<file path="src/rtl/tcw_pkg.sv">
package tcw_pkg;

  localparam int KIND_W = 2;
  localparam int CHAR_W = 8;
  localparam int ADDR_W = 11;
  localparam int ATTR_W = 8;
  localparam int CELL_W = 16;
  localparam int OCOL_W = 7;
  localparam int OROW_W = 5;
  localparam int OLOC_W = 11;

  localparam int IN_DATA_W = 24;
  localparam int OUT_DATA_W = 40;

  localparam logic [CHAR_W-1:0] CH_BACKSPACE = 8'h08;
  localparam logic [CHAR_W-1:0] CH_TAB = 8'h09;
  localparam logic [CHAR_W-1:0] CH_LF = 8'h0A;
  localparam logic [CHAR_W-1:0] CH_CR = 8'h0D;
  localparam logic [CHAR_W-1:0] CH_SPACE = 8'h20;
  localparam logic [CHAR_W-1:0] CH_LAST_PRINT = 8'h7F;
  localparam logic [ATTR_W-1:0] RESET_ATTR = 8'h0F;

  typedef enum logic [KIND_W-1:0] {
    KIND_PUT   = 2'd0,
    KIND_CLEAR = 2'd1,
    KIND_READ  = 2'd2,
    KIND_NOP   = 2'd3
  } kind_t;

  typedef enum logic [2:0] {
    ST_INIT,
    ST_IDLE,
    ST_PUT,
    ST_COPY,
    ST_FILL,
    ST_READ,
    ST_RESULT
  } state_t;

  typedef struct packed {
    logic capture;
    logic home;
    logic do_put;
    logic do_read;
    logic cnt_zero;
    logic cnt_inc;
    logic copy_step;
    logic fill_step;
    logic fill_reset_attr;
    logic load_out;
  } cmd_t;

  typedef struct packed {
    logic need_scroll;
    logic copy_last;
    logic fill_last;
  } sts_t;

endpackage

</file>
<file path="src/rtl/tcw_ctrl.sv">
module tcw_ctrl (
  input  logic          clk,
  input  logic          rst_n,
  input  logic          in_tvalid,
  input  tcw_pkg::kind_t in_kind,
  output logic          in_tready,
  output logic          out_tvalid,
  input  logic          out_tready,
  input  tcw_pkg::sts_t sts,
  output tcw_pkg::cmd_t cmd
);
  import tcw_pkg::*;

  state_t state_r;
  state_t state_nxt;
  logic   out_valid_r;
  logic   out_valid_nxt;
  logic   slot_free;
  logic   take;

  function automatic state_t dispatch(input kind_t k);
    state_t s;
    case (k)
      KIND_PUT:   s = ST_PUT;
      KIND_CLEAR: s = ST_FILL;
      KIND_READ:  s = ST_READ;
      default:    s = ST_RESULT;
    endcase
    return s;
  endfunction

  assign slot_free = !out_valid_r || out_tready;
  assign in_tready = (state_r == ST_IDLE) || ((state_r == ST_RESULT) && slot_free);
  assign take = in_tvalid && in_tready;
  assign out_tvalid = out_valid_r;

  always_comb begin
    state_nxt = state_r;
    case (state_r)
      ST_INIT: begin
        if (sts.fill_last) state_nxt = ST_IDLE;
      end
      ST_IDLE: begin
        if (take) state_nxt = dispatch(in_kind);
      end
      ST_PUT: begin
        state_nxt = sts.need_scroll ? ST_COPY : ST_RESULT;
      end
      ST_COPY: begin
        if (sts.copy_last) state_nxt = ST_FILL;
      end
      ST_FILL: begin
        if (sts.fill_last) state_nxt = ST_RESULT;
      end
      ST_READ: begin
        state_nxt = ST_RESULT;
      end
      ST_RESULT: begin
        if (slot_free) state_nxt = take ? dispatch(in_kind) : ST_IDLE;
      end
      default: begin
        state_nxt = ST_IDLE;
      end
    endcase
  end

  always_comb begin
    cmd = '0;
    case (state_r)
      ST_INIT: begin
        cmd.fill_step = 1'b1;
        cmd.fill_reset_attr = 1'b1;
        cmd.cnt_inc = !sts.fill_last;
      end
      ST_IDLE: begin
        cmd.capture = take;
        cmd.cnt_zero = take && (in_kind == KIND_CLEAR);
        cmd.home = take && (in_kind == KIND_CLEAR);
      end
      ST_PUT: begin
        cmd.do_put = 1'b1;
        cmd.cnt_zero = sts.need_scroll;
      end
      ST_COPY: begin
        cmd.copy_step = 1'b1;
        cmd.cnt_inc = !sts.copy_last;
      end
      ST_FILL: begin
        cmd.fill_step = 1'b1;
        cmd.cnt_inc = !sts.fill_last;
      end
      ST_READ: begin
        cmd.do_read = 1'b1;
      end
      ST_RESULT: begin
        cmd.load_out = slot_free;
        cmd.capture = take;
        cmd.cnt_zero = take && (in_kind == KIND_CLEAR);
        cmd.home = take && (in_kind == KIND_CLEAR);
      end
      default: begin
        cmd = '0;
      end
    endcase
  end

  always_comb begin
    out_valid_nxt = out_valid_r;
    if (cmd.load_out) begin
      out_valid_nxt = 1'b1;
    end else if (out_tready) begin
      out_valid_nxt = 1'b0;
    end
  end

  always_ff @(posedge clk) begin
    if (!rst_n) begin
      state_r <= ST_INIT;
      out_valid_r <= 1'b0;
    end else begin
      state_r <= state_nxt;
      out_valid_r <= out_valid_nxt;
    end
  end

endmodule

</file>
<file path="config.mk">
export PLATFORM = sky130hd
export DESIGN_NAME = tcw_ctrl
export DESIGN_NICKNAME = d
export VERILOG_FILES = /design/src/rtl/tcw_pkg.sv /design/src/rtl/tcw_ctrl.sv
export SDC_FILE = /design/constraint.sdc
export NUM_CORES = 1
export LEC_CHECK = 0
export BUFFER_PORTS_ARGS = -buffer_cell sky130_fd_sc_hd__buf_2
export CAP_MARGIN = 20
export CORE_MARGIN = 5
export CORE_UTILIZATION = 35
export CTS_BUF_LIST = sky130_fd_sc_hd__clkbuf_4 sky130_fd_sc_hd__clkbuf_8
export DETAILED_ROUTE_END_ITERATION = 8
export PLACE_DENSITY_LB_ADDON = 0.2
export SLEW_MARGIN = 20
export SYNTH_ARGS = -nofsm -noshare
export SYNTH_HDL_FRONTEND = slang
export SYNTH_SLANG_ARGS = --single-unit
</file>
<file path="constraint.sdc">
create_clock -name clk -period 1.5 [get_ports clk]
set_input_delay 0.075 -clock clk [delete_from_list [all_inputs] [get_ports clk]]
set_output_delay 0.075 -clock clk [all_outputs]
set_load 0.01 [all_outputs]
</file>
-- After elaboration in Yosys (flattened, before gate mapping)
Index checks and enable logic that the tools add are counted.
- output and inout port bits: 12
- latch bits: 0
- word-level logic and storage cells: 49
- RAM bits: 0
- register bits after elaboration: 4
- bits in read-only memories: 0
- memories: 0
- multipliers: 0
- $lt $le $gt $ge: 0
- muxes and demuxes: 20
- reductions and logical operators: 14
- bitwise logic cells: 0
- equal/unequal tests: 13
- add/sub/neg operators: 0
- div/mod/pow operators: 0
- shifts and indexed selects: 0
- operators with widths (kind ; number):
    3-bit 2-to-1 mux ; 7
    3-bit case mux with 7 select lines ; 1
    2-bit inequality test (second input constant) ; 5
    3-bit == test (second input constant) ; 3
    3-bit case mux with 3 select lines ; 1
    1-bit 2-to-1 mux ; 8
    3-bit by 2-bit == test with 1-bit output (second input constant) ; 2
    5-bit AND reduction ; 1
    1-bit case mux with 2 select lines ; 2
    2-bit OR reduction ; 2
    3-bit by 1-bit == test with 1-bit output (second input constant) ; 1
    1-bit logical AND ; 3
    1-bit logical NOT ; 3
    3-bit logical NOT ; 1
    2-bit by 1-bit == test with 1-bit output (second input constant) ; 1
    2-bit == test (second input constant) ; 1
    2-bit logical NOT ; 1
    1-bit logical OR ; 2
    2-bit 2-to-1 mux ; 1
    2-bit nonzero test ; 1

-- Depth between registers and ports, before layout
- word-level depth: 8
- mapped depth: 6
- gate-level depth less buffers: 6

-- Least setup slack after synthesis
No wires, ideal clock.
- kind: reg2out
- start: register state_r[0]
- end: output port cmd[5] (netlist name)
- arrival time: 1.152 ns
- stages on the path, launching flop included: 6
- required time: 1.425 ns
- slack: 0.273 ns
- cells stage by stage: dfxtp_1 buf_6 nand3b_1 o2bb2ai_2 and3_4 a21o_1
- RTL lines (what ; line ; RTL):
    start: declaration ; tcw_ctrl.sv:14 ; state_t state_r;
    start signal: assignment ; tcw_ctrl.sv:121 ; state_r <= state_nxt;
    end: declaration ; tcw_ctrl.sv:10 ; output tcw_pkg::cmd_t cmd

==> impl_metrics.toml <==
[sta]
setup-tns-final_ns = 0
rsz0062_at_grt = "false"
drv_slew = 0
hold_viol = 0
setup_ws_ns = 0.0751
layout_min_cycle_time_ns = 1.42
finalSetupViolCount = 0
period_share_pct = 95.0
worst_clock_skew_ns = 0.00129
slew_headroom_pct = 77.6
worst_slew_pin_slew_ns = 0.331
fmax_mhz = 702

[place]
gp_congestion = 0.818
port_buffers = 20
place_ws_ns = 0.155
dp_hpwl_um = 979

[logic_synthesis]
synth-seq-cells = 4
ys_seq_area_share_pct = 16.6
synthArstFlopShare_pct = 0
syn-instance-count = 66
ys_types = 33
synth_edf_count = 0
synth-warning-count = 0
synthFlopType = "dfxtp_1"
postSynthAreaPerCell_um2 = 7.32
synth_nets = 78
synthesis.area_um2 = 483

[clock_network]
clk_path_buf_depth = 2
clkSinkCount = 4
ctsHoldBuffers = 0
clk_latency_ns = 0.24
cts_root_buf = "clkbuf_4"
cts.clk_slew.worst_paths_ns = 0.04
numCtsBuffers = 3
htreeDepth = 1
cts_tree = "yes"

[power]
ir_worst_vdd_mv = 0.444
p_sw_share_pct = 38.5
p_int_w = 0.000439
pwr-share-seq_pct = 22.8
power.density_nw_per_um2 = 1080
leakagePower_nw = 0.347
clkPwrFrac_pct = 19.2
switching_power_w = 0.000275
power_frac_comb_pct = 58.0

[die]
num_io_pins = 21
initial_core_util_pct = 37.1
core_area_um2 = 1300
dieWidth_um = 47.1
die-area_um2 = 2220
die_h_um = 47.1
rows = 13

[layout]
drive_gt1_share_pct = 42.9
nets = 105
area_delta_synth_final_pct = 36.8
final_util_pct = 50.8
n_antenna_cell = 0
nFillCells = 140

[worst_setup_path]
critical_path_class = "reg -> out"
cp.arrival_ns = 1.35
r2r_cells = 5
r2r_slack_ns = 0.24
rr_endpoint = "state_r[0]$_SDFFE_PN0P_"
r2r-start = "state_r[0]$_SDFFE_PN0P_"
path_max_fanout = 8
setup.worst_path.start_class = "register"
required_ns = 1.42
cp-end-kind = "output pin"

[outcome]
status = "complete, no violations"

[routing]
wirelength_um = 1240
viasPerCell = 5.25
dr.pass1.iters = 4
ant_nets = 0
wl_per_cell_um = 11.7
drt-initial-drc-count = 10
drcViolationCount = 0
num_vias = 556

[global_routing]
grt_overflow = 0
grt_first_pass_wirelength_um = 1950
grt_max_degree = 12
track_usage_pct = 12.4
grt_pass1_vias = 492
grt_antenna_before_repair = 0

[hold_path]
whs_endpoint = "state_r[2]$_SDFFE_PN0P_"
hold_depth = 3
min_from = "rst_n"
min_path_type = "in -> reg"

[job]
drv_cap = 0
## how the worst max path moves through the flow
| stage | slack (ns) | cells past startpoint | endpoint | from |
|---|---|---|---|---|
| floorplan | 0.27 | 5 | cmd[5] | state_r[0]$_SDFFE_PN0P_ |
| global placement | 0.17 | 4 | state_r[0]$_SDFFE_PN0P_ | state_r[2]$_SDFFE_PN0P_ |
| detailed placement | 0.15 | 5 | cmd[5] | state_r[0]$_SDFFE_PN0P_ |
| CTS | 0.03 | 5 | cmd[5] | state_r[2]$_SDFFE_PN0P_ |
| global route | 0.01 | 5 | cmd[5] | state_r[1]$_SDFFE_PN0P_ |
| finish | 0.08 | 5 | cmd[5] | state_r[1]$_SDFFE_PN0P_ |
## power by group through the flow
| stage | Clock [W] | Sequential (W) | Combinational (W) |
|---|---|---|---|
| 2_1_floorplan | 0 | 0.000135 | 0.000284 |
| 3_3_place_gp | 0 | 0.000163 | 0.000367 |
| 3_5_place_dp | 0 | 0.000164 | 0.000363 |
| 4_1_cts | 0.000139 | 0.000167 | 0.000369 |
| 5_1_grt | 0.000149 | 0.000167 | 0.000459 |
| 6_report | 0.000137 | 0.000163 | 0.000414 |
## what timing repair did
action,in CTS,in global routing
setup endpoints to repair,2,1
gates cloned,0,0
buffers inserted,0,3
pin swaps,0,1
resized for setup,4,4
## state kept, by name, summed over array words and instances, names as in the netlist
register	cells
state_r	3
out_tvalid	1
## routing by layer
metal	GRT usage [%]	vias up	share of wire, %
met5	0	-	0
met4	1.66	0	0
met3	5.75	0	7.9
met2	20.1	19	51
met1	15.5	256	41
li1	-	281	-
## synthesized netlist by cell type, drive strengths merged, types with 3 or more instances
cell type	count	area share [%]
a21oi	3	3.1
buf	5	7.0
dfxtp	4	17
ha	3	7.8
inv	7	5.4
nor2	6	4.7
nor2b	5	6.5
nor3	3	3.1
o21ai	5	5.2
## cell families after synthesis
group / share of synthesized area (%)
AND/OR/NAND/NOR: 30.6
AO/OA/AOI/OAI: 30.6
flip-flops: 16.6
buffers and inverters: 12.4
adder cells (fa/ha/maj): 7.77
multiplexers: 2.07
## layout make-up
cell class	instances	area (um2)	share of cell area, %
multi-input cells	50	352	53.2
repair buffers	27	153	23.1
flip-flops and latches	4	88.8	13.4
inverters	7	26.3	3.98
clock buffers	3	22.5	3.41
well taps	15	18.8	2.84
## cells in the final DEF (no fill, tap or decap), types with 2 or more instances in the layout
| master | instances |
|---|---|
| nor2b_1 | 4 |
| and2_1 | 2 |
| dfxtp_4 | 2 |
| nor2_1 | 6 |
| a21oi_1 | 3 |
| o21ai_0 | 4 |
| inv_1 | 6 |
| a31oi_1 | 2 |
| nor3b_1 | 2 |
| nor3_1 | 3 |
| nand2_1 | 2 |
| ha_1 | 3 |
| buf_4 | 7 |
| a21o_1 | 2 |
| buf_2 | 20 |
| clkbuf_4 | 3 |
## worst max-delay path: stages (launching register included)
cell	delay (ns)
dfxtp_2	0.40
nand3b_1	0.14
o2bb2ai_2	0.19
and3_4	0.20
a21o_1	0.07
buf_2	0.12
## through the flow
step                instance area [um2]  hold WS [ns]  total power, W  std cells
floorplan                           483         0.217        0.000420         66
global route                        661         0.168        0.000774        106
CTS                                 627         0.147        0.000676        103
detailed placement                  598         0.403        0.000527        100
finish                              661         0.149        0.000714        106
global placement                    598         0.396        0.000530        100
(Power assumes the default switching activity.)
